### config.mk
export PLATFORM = sky130hd
export DESIGN_NAME = pulse_counter_with_index_capture_top
export DESIGN_NICKNAME = d
export VERILOG_FILES = /design/src/pcic_pkg.sv /design/src/pcic_state_ram.sv /design/src/pcic_arith.sv /design/src/pulse_counter_with_index_capture_top.sv
export VERILOG_INCLUDE_DIRS = /design/src /design/src/src
export SDC_FILE = /design/constraint.sdc
export NUM_CORES = 2
export LEC_CHECK = 0
export BUFFER_PORTS_ARGS = -buffer_cell sky130_fd_sc_hd__buf_2
export CORE_MARGIN = 1.5
export CORE_UTILIZATION = 40
export DETAILED_ROUTE_END_ITERATION = 7
export MAX_ROUTING_LAYER = met4
export PLACE_DENSITY_LB_ADDON = 0.25
export SLEW_MARGIN = 0
export SYNTH_ARGS = -nofsm -noshare
export SYNTH_HDL_FRONTEND = slang
export SYNTH_SLANG_ARGS = --single-unit
### constraint.sdc
create_clock -name aclk -period 18 [get_ports aclk]
set_input_delay 0.9 -clock aclk [delete_from_list [all_inputs] [get_ports aclk]]
set_output_delay 0.9 -clock aclk [all_outputs]
set_load 0.005 [all_outputs]
### src/pulse_counter_with_index_capture_top_assert.svh
// Assertion macros shared by the pulse counter RTL.
// Each macro samples on aclk and is disabled while aresetn is low.
`ifndef PULSE_COUNTER_WITH_INDEX_CAPTURE_TOP_ASSERT_SVH
`define PULSE_COUNTER_WITH_INDEX_CAPTURE_TOP_ASSERT_SVH

// Same-cycle implication.
`define PCIC_ASSERT_IMP(lbl, cond, prop) \
    lbl: assert property (@(posedge aclk) disable iff (!aresetn) (cond) |-> (prop)) \
        else $error("pulse counter check failed");

// Next-cycle implication.
`define PCIC_ASSERT_NXT(lbl, cond, prop) \
    lbl: assert property (@(posedge aclk) disable iff (!aresetn) (cond) |=> (prop)) \
        else $error("pulse counter check failed");

`endif

### src/pcic_pkg.sv
package pcic_pkg;

    localparam int NUM_CH   = 8;
    localparam int CH_W     = 3;
    localparam int ARITH_W  = 128;
    localparam int CNT_W    = 7;

    localparam logic [31:0] NS_PER_S      = 32'd1000000000;
    localparam logic [31:0] SCALE_RESET   = 32'd65536;
    localparam logic [29:0] PERIOD_RESET  = 30'd1000000;
    localparam logic [63:0] RECIP_ONE     = 64'h0000_0001_0000_0000;
    localparam logic [CNT_W-1:0] MUL_LAST = CNT_W'(31);
    localparam logic [CNT_W-1:0] DIV_LAST = CNT_W'(127);

    typedef enum logic {
        OP_MUL,
        OP_DIV
    } arith_op_t;

    typedef struct packed {
        logic               start;
        arith_op_t          op;
        logic [ARITH_W-1:0] opa;
        logic [31:0]        opb;
    } arith_req_t;

    typedef struct packed {
        logic               busy;
        logic               done;
        logic [ARITH_W-1:0] result;
    } arith_rsp_t;

    typedef struct packed {
        logic [31:0] pulse_total;
        logic [31:0] index_base;
        logic [31:0] prev_capture;
        logic        prev_a;
        logic        prev_z;
        logic        armed;
        logic        en_flag;
    } chan_state_t;

    localparam int STATE_W = $bits(chan_state_t);

    // Clamp a 128-bit magnitude to signed 64 bits and apply the sign.
    function automatic logic [63:0] sat64(input logic [127:0] v, input logic neg);
        logic [63:0] lim;
        logic [63:0] mag;
        lim = neg ? 64'h8000_0000_0000_0000 : 64'h7FFF_FFFF_FFFF_FFFF;
        if (v[127:64] != 64'd0) begin
            mag = lim;
        end else if (v[63:0] > lim) begin
            mag = lim;
        end else begin
            mag = v[63:0];
        end
        return neg ? (64'd0 - mag) : mag;
    endfunction

endpackage

### src/pcic_state_ram.sv
module pcic_state_ram import pcic_pkg::*; (
    input  logic              aclk,
    input  logic              aresetn,
    input  logic [CH_W-1:0]   rd_addr,
    output chan_state_t       rd_data,
    input  logic              wr_en,
    input  logic [CH_W-1:0]   wr_addr,
    input  chan_state_t       wr_data
);

    chan_state_t       mem [NUM_CH];
    logic [NUM_CH-1:0] valid_reg;
    chan_state_t       rd_data_reg;
    logic              rd_valid_reg;

    always_ff @(posedge aclk) begin
        if (wr_en) begin
            mem[wr_addr] <= wr_data;
        end
        rd_data_reg <= mem[rd_addr];
    end

    // An entry never written since reset reads as all zeros.
    always_ff @(posedge aclk) begin
        if (!aresetn) begin
            valid_reg    <= '0;
            rd_valid_reg <= 1'b0;
        end else begin
            if (wr_en) begin
                valid_reg[wr_addr] <= 1'b1;
            end
            rd_valid_reg <= valid_reg[rd_addr];
        end
    end

    assign rd_data = rd_valid_reg ? rd_data_reg : '0;

endmodule

### src/pcic_arith.sv
module pcic_arith import pcic_pkg::*; (
    input  logic       aclk,
    input  logic       aresetn,
    input  arith_req_t req,
    output arith_rsp_t rsp
);

    arith_op_t          op_reg;
    logic [ARITH_W-1:0] acc_reg;
    logic [ARITH_W-1:0] aux_reg;
    logic [31:0]        b_reg;
    logic [31:0]        rem_reg;
    logic [CNT_W-1:0]   cnt_reg;
    logic               busy_reg;
    logic               done_reg;

    logic [32:0] trial;
    logic        ge;

    assign trial = {rem_reg, acc_reg[ARITH_W-1]};
    assign ge    = trial >= {1'b0, b_reg};

    // Shift-add multiply, one multiplier bit per cycle; restoring divide,
    // one quotient bit per cycle.
    always_ff @(posedge aclk) begin
        if (!aresetn) begin
            busy_reg <= 1'b0;
            done_reg <= 1'b0;
            cnt_reg  <= '0;
        end else begin
            done_reg <= 1'b0;
            if (req.start && !busy_reg) begin
                op_reg   <= req.op;
                busy_reg <= 1'b1;
                cnt_reg  <= '0;
                b_reg    <= req.opb;
                rem_reg  <= '0;
                if (req.op == OP_MUL) begin
                    acc_reg <= '0;
                    aux_reg <= req.opa;
                end else begin
                    acc_reg <= req.opa;
                    aux_reg <= '0;
                end
            end else if (busy_reg) begin
                cnt_reg <= cnt_reg + CNT_W'(1);
                if (op_reg == OP_MUL) begin
                    if (b_reg[0]) begin
                        acc_reg <= acc_reg + aux_reg;
                    end
                    aux_reg <= {aux_reg[ARITH_W-2:0], 1'b0};
                    b_reg   <= {1'b0, b_reg[31:1]};
                    if (cnt_reg == MUL_LAST) begin
                        busy_reg <= 1'b0;
                        done_reg <= 1'b1;
                    end
                end else begin
                    rem_reg <= ge ? 32'(trial - {1'b0, b_reg}) : trial[31:0];
                    acc_reg <= {acc_reg[ARITH_W-2:0], ge};
                    if (cnt_reg == DIV_LAST) begin
                        busy_reg <= 1'b0;
                        done_reg <= 1'b1;
                    end
                end
            end
        end
    end

    assign rsp.busy   = busy_reg;
    assign rsp.done   = done_reg;
    assign rsp.result = acc_reg;

endmodule

### src/pulse_counter_with_index_capture_top.sv
// Channel   | Direction | Contents
// s_*       | in        | tick or capture request: pulse levels, resets, arming
// m_*       | out       | one report per channel after a capture request
// cfg_*     | in        | register writes: 0 = position scale, 1 = capture period
//
// A tick request visits each channel in turn (read, then write back).
// A capture request runs, per channel, three 32-step multiplies and one 128-step
// divide on the shared serial arithmetic unit.
// A change of position scale to a nonzero value adds a reciprocal divide.
// Reset is synchronous and active low; channel state reads as zero until written.
// A new request is taken only when the previous one is finished; a stalled
// report holds the last result while the unit prepares the next one.
`include "pulse_counter_with_index_capture_top_assert.svh"

module pulse_counter_with_index_capture_top import pcic_pkg::*; (
    input  logic         aclk,
    input  logic         aresetn,
    input  logic         s_tvalid,
    output logic         s_tready,
    input  logic [31:0]  s_tdata,   // phase_a, phase_z, reset_request, arm_index
    input  logic         s_tuser,   // action
    output logic         m_tvalid,
    input  logic         m_tready,
    output logic [199:0] m_tdata,   // count, raw_total, position, velocity,
                                    // index_enable, zero fill
    output logic [2:0]   m_tuser,   // channel
    output logic         m_tlast,
    input  logic         cfg_we,
    input  logic         cfg_addr,
    input  logic [31:0]  cfg_wdata
);

    typedef enum logic [2:0] {
        ST_IDLE,
        ST_SCALE,
        ST_RD,
        ST_EXEC,
        ST_GO,
        ST_WAIT,
        ST_EMIT
    } state_t;

    typedef enum logic [2:0] {
        J_SCALE,
        J_POS,
        J_VM1,
        J_VM2,
        J_VDIV
    } job_t;

    localparam logic CFG_SCALE  = 1'b0;
    localparam logic CFG_PERIOD = 1'b1;

    state_t            state_reg;
    job_t              job_reg;
    logic              action_reg;
    logic [7:0]        pa_reg, pz_reg, rst_reg, arm_reg;
    logic [CH_W-1:0]   ch_reg;
    logic [31:0]       scale_reg, seen_reg;
    logic [29:0]       period_reg;
    logic [63:0]       rec_reg;
    logic [31:0]       cnt_reg, delta_reg, total_reg;
    logic              ie_reg;
    logic [127:0]      prod_reg;
    logic [63:0]       pos_reg;
    logic              m_tvalid_reg, m_tlast_reg;
    logic [199:0]      m_tdata_reg;
    logic [2:0]        m_tuser_reg;

    chan_state_t rd_data, wr_data;
    logic        wr_en;
    arith_req_t  arith_req;
    arith_rsp_t  arith_rsp;

    logic        last_ch;
    logic        rec_neg;
    logic [63:0] rec_mag;
    logic        scale_neg;
    logic [31:0] scale_mag;
    logic        cnt_neg, delta_neg;
    logic [31:0] cnt_mag, delta_mag;
    logic [31:0] period_eff;
    chan_state_t tick_st, cap_st;
    logic [31:0] cap_total, cap_cnt, cap_delta;

    assign last_ch    = (ch_reg == CH_W'(NUM_CH - 1));
    assign rec_neg    = rec_reg[63];
    assign rec_mag    = rec_neg ? (64'd0 - rec_reg) : rec_reg;
    assign scale_neg  = seen_reg[31];
    assign scale_mag  = scale_neg ? (32'd0 - seen_reg) : seen_reg;
    assign cnt_neg    = cnt_reg[31];
    assign cnt_mag    = cnt_neg ? (32'd0 - cnt_reg) : cnt_reg;
    assign delta_neg  = delta_reg[31];
    assign delta_mag  = delta_neg ? (32'd0 - delta_reg) : delta_reg;
    assign period_eff = (period_reg == 30'd0) ? 32'd1 : {2'b00, period_reg};

    // Tick update of one channel: count rising A, latch base on armed rising Z.
    always_comb begin
        tick_st = rd_data;
        if (!rd_data.prev_a && pa_reg[ch_reg]) begin
            tick_st.pulse_total = rd_data.pulse_total + 32'd1;
        end
        tick_st.prev_a = pa_reg[ch_reg];
        if (rd_data.armed && !rd_data.prev_z && pz_reg[ch_reg]) begin
            tick_st.index_base = tick_st.pulse_total;
            tick_st.en_flag    = 1'b0;
        end
        tick_st.prev_z = pz_reg[ch_reg];
    end

    // Capture update: arming first, then the counter reset, then the report
    // values; the index latch takes the enable flag afterwards.
    always_comb begin
        cap_st = rd_data;
        if (arm_reg[ch_reg]) begin
            cap_st.en_flag = 1'b1;
        end
        if (rst_reg[ch_reg]) begin
            cap_st.pulse_total  = '0;
            cap_st.index_base   = '0;
            cap_st.prev_capture = '0;
        end
        cap_total = cap_st.pulse_total;
        cap_cnt   = cap_total - cap_st.index_base;
        cap_delta = cap_total - cap_st.prev_capture;
        cap_st.prev_capture = cap_total;
        cap_st.armed        = cap_st.en_flag;
    end

    assign wr_en   = (state_reg == ST_EXEC);
    assign wr_data = action_reg ? cap_st : tick_st;

    pcic_state_ram u_ram (
        .aclk    (aclk),
        .aresetn (aresetn),
        .rd_addr (ch_reg),
        .rd_data (rd_data),
        .wr_en   (wr_en),
        .wr_addr (ch_reg),
        .wr_data (wr_data)
    );

    // Operands for the serial arithmetic unit, chosen by the pending job.
    always_comb begin
        arith_req.start = (state_reg == ST_GO);
        arith_req.op    = OP_MUL;
        arith_req.opa   = {64'd0, rec_mag};
        arith_req.opb   = cnt_mag;
        case (job_reg)
            J_SCALE: begin
                arith_req.op  = OP_DIV;
                arith_req.opa = 128'({1'b1, 48'd0} + {17'd0, scale_mag[31:1]});
                arith_req.opb = scale_mag;
            end
            J_POS: begin
                arith_req.opb = cnt_mag;
            end
            J_VM1: begin
                arith_req.opb = delta_mag;
            end
            J_VM2: begin
                arith_req.opa = prod_reg;
                arith_req.opb = NS_PER_S;
            end
            J_VDIV: begin
                arith_req.op  = OP_DIV;
                arith_req.opa = prod_reg;
                arith_req.opb = period_eff;
            end
            default: begin
                arith_req.opb = cnt_mag;
            end
        endcase
    end

    pcic_arith u_arith (
        .aclk    (aclk),
        .aresetn (aresetn),
        .req     (arith_req),
        .rsp     (arith_rsp)
    );

    always_ff @(posedge aclk) begin
        if (!aresetn) begin
            state_reg    <= ST_IDLE;
            job_reg      <= J_POS;
            ch_reg       <= '0;
            scale_reg    <= SCALE_RESET;
            period_reg   <= PERIOD_RESET;
            seen_reg     <= SCALE_RESET;
            rec_reg      <= RECIP_ONE;
            m_tvalid_reg <= 1'b0;
            m_tlast_reg  <= 1'b0;
        end else begin
            if (cfg_we) begin
                case (cfg_addr)
                    CFG_SCALE:  scale_reg  <= cfg_wdata;
                    CFG_PERIOD: period_reg <= cfg_wdata[29:0];
                    default:    scale_reg  <= scale_reg;
                endcase
            end
            // In the emit state the output register is handled below.
            if (m_tvalid_reg && m_tready && state_reg != ST_EMIT) begin
                m_tvalid_reg <= 1'b0;
            end
            case (state_reg)
                ST_IDLE: begin
                    if (s_tvalid) begin
                        action_reg <= s_tuser;
                        pa_reg     <= s_tdata[7:0];
                        pz_reg     <= s_tdata[15:8];
                        rst_reg    <= s_tdata[23:16];
                        arm_reg    <= s_tdata[31:24];
                        ch_reg     <= '0;
                        state_reg  <= s_tuser ? ST_SCALE : ST_RD;
                    end
                end
                ST_SCALE: begin
                    if (scale_reg != seen_reg) begin
                        seen_reg <= scale_reg;
                        if (scale_reg == 32'd0) begin
                            rec_reg   <= RECIP_ONE;
                            state_reg <= ST_RD;
                        end else begin
                            job_reg   <= J_SCALE;
                            state_reg <= ST_GO;
                        end
                    end else begin
                        state_reg <= ST_RD;
                    end
                end
                ST_RD: begin
                    state_reg <= ST_EXEC;
                end
                ST_EXEC: begin
                    if (action_reg) begin
                        total_reg <= cap_total;
                        cnt_reg   <= cap_cnt;
                        delta_reg <= cap_delta;
                        ie_reg    <= cap_st.en_flag;
                        job_reg   <= J_POS;
                        state_reg <= ST_GO;
                    end else if (last_ch) begin
                        state_reg <= ST_IDLE;
                    end else begin
                        ch_reg    <= ch_reg + CH_W'(1);
                        state_reg <= ST_RD;
                    end
                end
                ST_GO: begin
                    state_reg <= ST_WAIT;
                end
                ST_WAIT: begin
                    if (arith_rsp.done) begin
                        case (job_reg)
                            J_SCALE: begin
                                rec_reg   <= scale_neg ? (64'd0 - arith_rsp.result[63:0])
                                                       : arith_rsp.result[63:0];
                                state_reg <= ST_RD;
                            end
                            J_POS: begin
                                pos_reg   <= sat64(arith_rsp.result, cnt_neg ^ rec_neg);
                                job_reg   <= J_VM1;
                                state_reg <= ST_GO;
                            end
                            J_VM1: begin
                                prod_reg  <= arith_rsp.result;
                                job_reg   <= J_VM2;
                                state_reg <= ST_GO;
                            end
                            J_VM2: begin
                                prod_reg  <= arith_rsp.result;
                                job_reg   <= J_VDIV;
                                state_reg <= ST_GO;
                            end
                            J_VDIV: begin
                                prod_reg  <= arith_rsp.result;
                                state_reg <= ST_EMIT;
                            end
                            default: begin
                                state_reg <= ST_IDLE;
                            end
                        endcase
                    end
                end
                ST_EMIT: begin
                    if (!m_tvalid_reg || m_tready) begin
                        m_tvalid_reg <= 1'b1;
                        m_tlast_reg  <= last_ch;
                        m_tuser_reg  <= ch_reg;
                        m_tdata_reg  <= {7'd0, ie_reg,
                                         sat64(prod_reg, delta_neg ^ rec_neg),
                                         pos_reg, total_reg, cnt_reg};
                        if (last_ch) begin
                            state_reg <= ST_IDLE;
                        end else begin
                            ch_reg    <= ch_reg + CH_W'(1);
                            state_reg <= ST_RD;
                        end
                    end
                end
                default: begin
                    state_reg <= ST_IDLE;
                end
            endcase
        end
    end

    assign s_tready = (state_reg == ST_IDLE);
    assign m_tvalid = m_tvalid_reg;
    assign m_tlast  = m_tlast_reg;
    assign m_tuser  = m_tuser_reg;
    assign m_tdata  = m_tdata_reg;

    `PCIC_ASSERT_IMP(a_idle_arith_quiet, state_reg == ST_IDLE, !arith_rsp.busy)
    `PCIC_ASSERT_IMP(a_last_is_top_channel, m_tvalid && m_tlast, m_tuser == CH_W'(NUM_CH - 1))
    `PCIC_ASSERT_NXT(a_request_starts_work, s_tvalid && s_tready, state_reg != ST_IDLE)

endmodule
### After elaboration in Yosys (flattened, before gate mapping)

Memories as Yosys holds them, arrays and structs flattened. A register that Yosys moved wholly into a read port is not among the register bits.
Index checks and enable logic that the tools add are counted.

* word-level logic and storage cells: 229
* register bits: 1026
* input bits: 71
* output and inout port bits: 206
* memories: 1
* memory bits (read-only): 0
* latch bits: 0
* RAM bits: 800

* multipliers: 0
* bitwise operators: 6
* $add $sub $neg: 15
* equality and inequality tests: 26
* shift operators: 0
* muxes and demuxes: 97
* reductions and logical operators: 47
* divide/modulo/power cells: 0
* order comparisons: 5

Memories
* u_ram.mem: words 8, bits a word 100, read ports 1, clocked after Yosys merged registers in 1, write ports 1, RTL line pcic_state_ram.sv:11 `chan_state_t mem [NUM_CH];`

Operators with widths (number)
* $mux 64: 21
* $mux 128: 9
* $mux 32: 11
* $pmux 128 s2: 1
* $sub 1x64->64 const A: 4
* $mux 100: 2
* $add 128x128->128: 1
* $gt 64x64->1: 2
* $pmux 32 s4: 1
* $pmux 64 s2: 1
* $reduce_bool 64->1: 2
* $mux 96: 1
* $sub 1x32->32 const A: 3
* $sub 32x32->32: 3
* $add 49x31->50 const A: 1
* $mux 3: 14
* $pmux 3 s3: 4
* $ge 33x32->1: 1
* $add 32x1->32 const B: 1
* $logic_not 32->1: 1
* $ne 32x32->1: 1
* $logic_not 30->1: 1
* $mux 30: 1
* $mux 1: 22
* other kinds (33): 87

### Logic depth before layout (Yosys ltp)

* word-level depth: 11
* mapped depth: 30

### Cells and area by module

Synthesis repeated with hierarchy kept, for this count alone.

* cell total of the unflattened synthesis: 8839
* area total of the unflattened synthesis: 101178.3 µm²

By module, submodules not included
* pulse_counter_with_index_capture_top: instances 1, area an instance 42338.1 µm², cells an instance 4389, seq. area each 18938.2 µm²
* pcic_state_ram: instances 1, area an instance 33063.0 µm², cells an instance 1404, seq. area each 26205.1 µm²
* pcic_arith: instances 1, area an instance 25777.2 µm², cells an instance 3046, seq. area each 9819.4 µm²

### Worst setup path before layout

Ideal clock, no wire load.

* path type: input port to flip-flop
* start point: in aresetn
* end point: reg m_tdata_reg[0], in the netlist m_tdata[0] (enable)
* cell stages on the path: 4
* data arrival time: 14629 ps
* setup slack: 2379 ps
* library setup time: 992 ps
* path through: clkbuf_1 > inv_2 > clkbuf_1 > nor3_1

* word-level cells in the longest chain between the ends: 1

Ends and longest elaborated chain
* start: declaration: RTL line pulse_counter_with_index_capture_top.sv:17 `input logic aresetn,`
* $reduce_and 3->1 (no source line)
* end signal: assignment: RTL line pulse_counter_with_index_capture_top.sv:291 `m_tdata_reg <= {7'd0, ie_reg,`
* end: declaration: RTL line pulse_counter_with_index_capture_top.sv:67 `logic [199:0] m_tdata_reg;`

Every way passes these cells.
A chain may end at the register's enable or synchronous reset.

### Worst setup path in the final report

* start point: reg rec_reg[63]
* end point: reg m_tdata_reg[174], in the netlist m_tdata[174] (data pin)

* word-level cells in the longest chain between the ends: 10

Ends and longest elaborated chain
* start: declaration: RTL line pulse_counter_with_index_capture_top.sv:61 `logic [63:0] rec_reg;`
* start signal: assignment: RTL line pulse_counter_with_index_capture_top.sv:257 `rec_reg <= scale_neg ? (64'd0 - arith_rsp.result[63:0])`
* $xor 1x1->1 (*): RTL line pulse_counter_with_index_capture_top.sv:292 `sat64(prod_reg, delta_neg ^ rec_neg),`
* $mux 64: RTL line pcic_pkg.sv:49 `lim = neg ? 64'h8000_0000_0000_0000 : 64'h7FFF_FFFF_FFFF_FFFF;`
* $gt 64x64->1: RTL line pcic_pkg.sv:52 `end else if (v[63:0] > lim) begin`
* $mux 64: RTL line pcic_pkg.sv:52
* $mux 64: RTL line pcic_pkg.sv:50 `if (v[127:64] != 64'd0) begin`
* $mux 64: RTL line pulse_counter_with_index_capture_top.sv:287 `if (!m_tvalid_reg || m_tready) begin`
* $mux 64: RTL line pulse_counter_with_index_capture_top.sv:206 `case (state_reg)`
* $mux 64: RTL line pulse_counter_with_index_capture_top.sv:184 `if (!aresetn) begin`
* $sub 1x64->64: RTL line pcic_pkg.sv:57 `return neg ? (64'd0 - mag) : mag;`
* $mux 64 (*): RTL line pcic_pkg.sv:57

Every way passes the cells marked *; elsewhere a longest branch is shown, timed or not. The select of a mux whose other input is x is not followed.

==> impl_metrics.ini <==
[sta]
hold_viol = 0
setup_ws_ns = 9.60
setup_viol = 0
finalCritPeriodShare = 0.467
rsz0062_at_grt = no
drv_slew = 0
min_period_ns = 8.40
setup_tns_ns = 0
fmax_mhz = 119
tightest_slew_ns = 1.30
slew_headroom = 0.129
skew_ns = 0.0960

[clock_network]
cts_resized = 0
cts_root_buffer = clkbuf_16
clock_latency_ns = 0.90
numCtsBuffers = 203
clockBufferDepth = 3
hold_buffers = 0
cts_setup_buffers = 0
cts_tree = done
htree_levels = 4
clkTransAtPathRegs_ns = 0.06
cts_sinks = 1926

[synth]
yosysWarnings = 0
synth_area_leaders = edfxtp_1 (51%), dfxtp_1 (6.0%), ha_1 (4.5%)
netlist_instances = 8624
async_flop_share = 0
synth.yosys.seq_area_share = 0.573
ys.flop_type = edfxtp_1
synth_edf_count = 1639
ys_ff_latch = 1926
yosys.area.top_type_share = 0.513
synth_area_mm2 = 0.0960
synth_cell_types = 97
syn_avg_cell_area_um2 = 11.1
synth_area_leader_cell = edfxtp_1

[power]
internal_power_mw = 7.96
p_clk_frac = 0.420
seq_power_share = 0.473
p_total_mw = 10.7
ir_worst_vdd_v = 0.0000996
pwr-share-comb = 0.107
power.leakage_nw = 38.8
switchingPower_mw = 2.71
swShare = 0.254
powerDensity_mw_per_mm2 = 98.6

[route]
num_vias = 73500
wl_per_cell_um = 27.3
first_iter_violations = 7866
drc = 0
vias_per_cell = 6.07
drt-total-wl_um = 330000
postRouteAntennaNets = 0
dr.pass1.iters = 7

[place]
post-place-ws_ns = 9.80
dp_hpwl_um = 225000
port_buffers = 269
gp_congestion = 0.989
placedCellCount = 11700

[min_path]
min-delay-start = s_tdata[30]
hp-class = in2reg
hold_depth = 1
holdPathEnd = arm_reg[6]

[final_layout]
syn2layout_area_growth_pct = 12.8
stdcell_count = 12100
largest_register_ffs = 800
fill_cells = 22000
finalNetCount = 9169
drive_gt1_frac = 0.0995

[global_routing]
grt_pass1_wl_um = 480000
antenna_found_initial = 9
grt_use_total = 0.271
gr-total-overflow = 0
grt_pass1_vias = 71000
grt_max_degree = 155

[die]
dieArea_mm2 = 0.243
fp-row-count = 179
die_w_um = 493
io_pins = 277
die_y_um = 493
core_mm2 = 0.238
initial_core_util = 0.403

[status]
status = completed

[worst_setup_path]
cp_top_family = buffers and inverters
path_common_cell = buf_4
startpoint_type = flip-flop
crit_fanout = 76
endpoint_kind = flip-flop
r2r-end = m_tdata[174]
max_stage_delay_ns = 0.68
critical_path_required_ns = 18.67
crit_chain = buf_4 -> xnor2_2 -> buf_4 -> clkinv_2 -> buf_4 -> ha_1 -> a21oi_1 -> nand2_1 -> a31o_2 -> a221oi_1 -> o22a_1 -> a311o_1 -> and3_2 -> buf_4 -> nor2_1 -> a21oi_1 -> ha_1 -> inv_1 -> nor3_2 -> buf_4 -> o21ai_1 -> a221o_1 -> and4_1 -> nor3_1
arrival_ns = 9.08
reg2reg_from = rec_reg[63]
cp_num_buf_inv = 7
slowest_stage = clkinv_2
r2r_slack_ns = 9.60
reg2reg_depth = 24
crit_type = reg2reg

[flow_run]
cap_violations = 0
## per-stage QoR
step | hold slack [ns] | util | area (um^2)
final | 0.194 | 0.454 | 108000
after global routing | 0.156 | 0.454 | 108000
after CTS | 0.136 | 0.454 | 108000
after detailed placement | 0.405 | 0.424 | 101000
after global placement | 0.405 | 0.424 | 101000
after floorplan | 0.400 | - | 96000
## how the worst max path moves through the flow
stage	startpoint	to	slack (ns)	cells after the start
6_report	rec_reg[63]	m_tdata[174]	9.60	24
5_1_grt	cnt_reg[31]	pos_reg[58]	8.91	24
2_1_floorplan	aresetn	m_tdata[0]	2.38	4
3_5_place_dp	rec_reg[63]	m_tdata[174]	9.80	24
3_3_place_gp	rec_reg[63]	m_tdata[188]	9.96	24
4_1_cts	rec_reg[63]	m_tdata[174]	9.74	24
## routing by layer
layer | vias to the layer above | global-route usage | wire [um]
met5 | - | - | 0
met4 | 0 | 0.130 | 17800
met3 | 677 | 0.0367 | 21800
met2 | 3154 | 0.435 | 156000
met1 | 36400 | 0.338 | 134000
li1 | 33200 | - | -
## power groups by stage
stage | combinational [mW] | clock, mW | sequential (mW)
final | 1.14 | 4.48 | 5.05
after detailed placement | 1.12 | 0 | 5.14
after global routing | 1.24 | 4.71 | 5.06
after global placement | 1.11 | 0 | 5.14
after floorplan | 0.781 | 0 | 5.11
after CTS | 1.13 | 4.55 | 5.05
## layout make-up
type                            count  area, um^2  share of cell area
Multi-Input combinational cell   6002       38600               0.357
Inverter                          151         573             0.00529
Clock buffer                      250        5370              0.0496
Timing Repair Buffer              467        2930              0.0271
Tap cell                         3167        3960              0.0366
Clock inverter                    132        1800              0.0166
Antenna cell                        7        17.5            0.000162
Sequential cell                  1926       55000               0.508
## cell families (layout without fill, tap and decap cells)
logic type,count (synthesis),in the layout,share of synthesized area
AOI/OAI and AO/OA,2608,2608,0.177
and+or+nand+nor,2453,2453,0.121
DFF,1926,1926,0.573
buffers and inverters,702,1000,0.0280
xor gates and xnor gates,497,497,0.0456
adders and majority gates,347,347,0.0456
muxes,90,90,0.00958
other,1,14,0.0000391
## synth_stat cells (57+ instances only)
cell and n:
nor3_1 149, a22oi_1 502, o21bai_1 59, nand4_1 217, nor2_1 665, or3_1 85, inv_1 149, nand2_1 743
edfxtp_1 1639, ha_1 343, a22o_1 95, nand3_1 165, nor4_1 107, clkbuf_1 490, o31ai_1 76, xnor2_1 297
dfxtp_1 287, a21oi_1 714, mux2i_1 84, o21ai_0 484, xor2_1 198, a21o_1 167, and3_1 57
## layout by cell type, fill, tap and decap left out, types with 190 or more instances in the layout
cell       synthesis  final
a21oi_1          714    712
a22oi_1          502    502
buf_2             17    269
buf_4              7    190
clkbuf_16          0    204
dfxtp_1          287    284
edfxtp_1        1639   1639
ha_1             343    343
nand2_1          743    742
nand4_1          217    217
nor2_1           665    650
o21ai_0          484    484
xnor2_1          297    296
xor2_1           198    198
(Power assumes the default switching activity.)
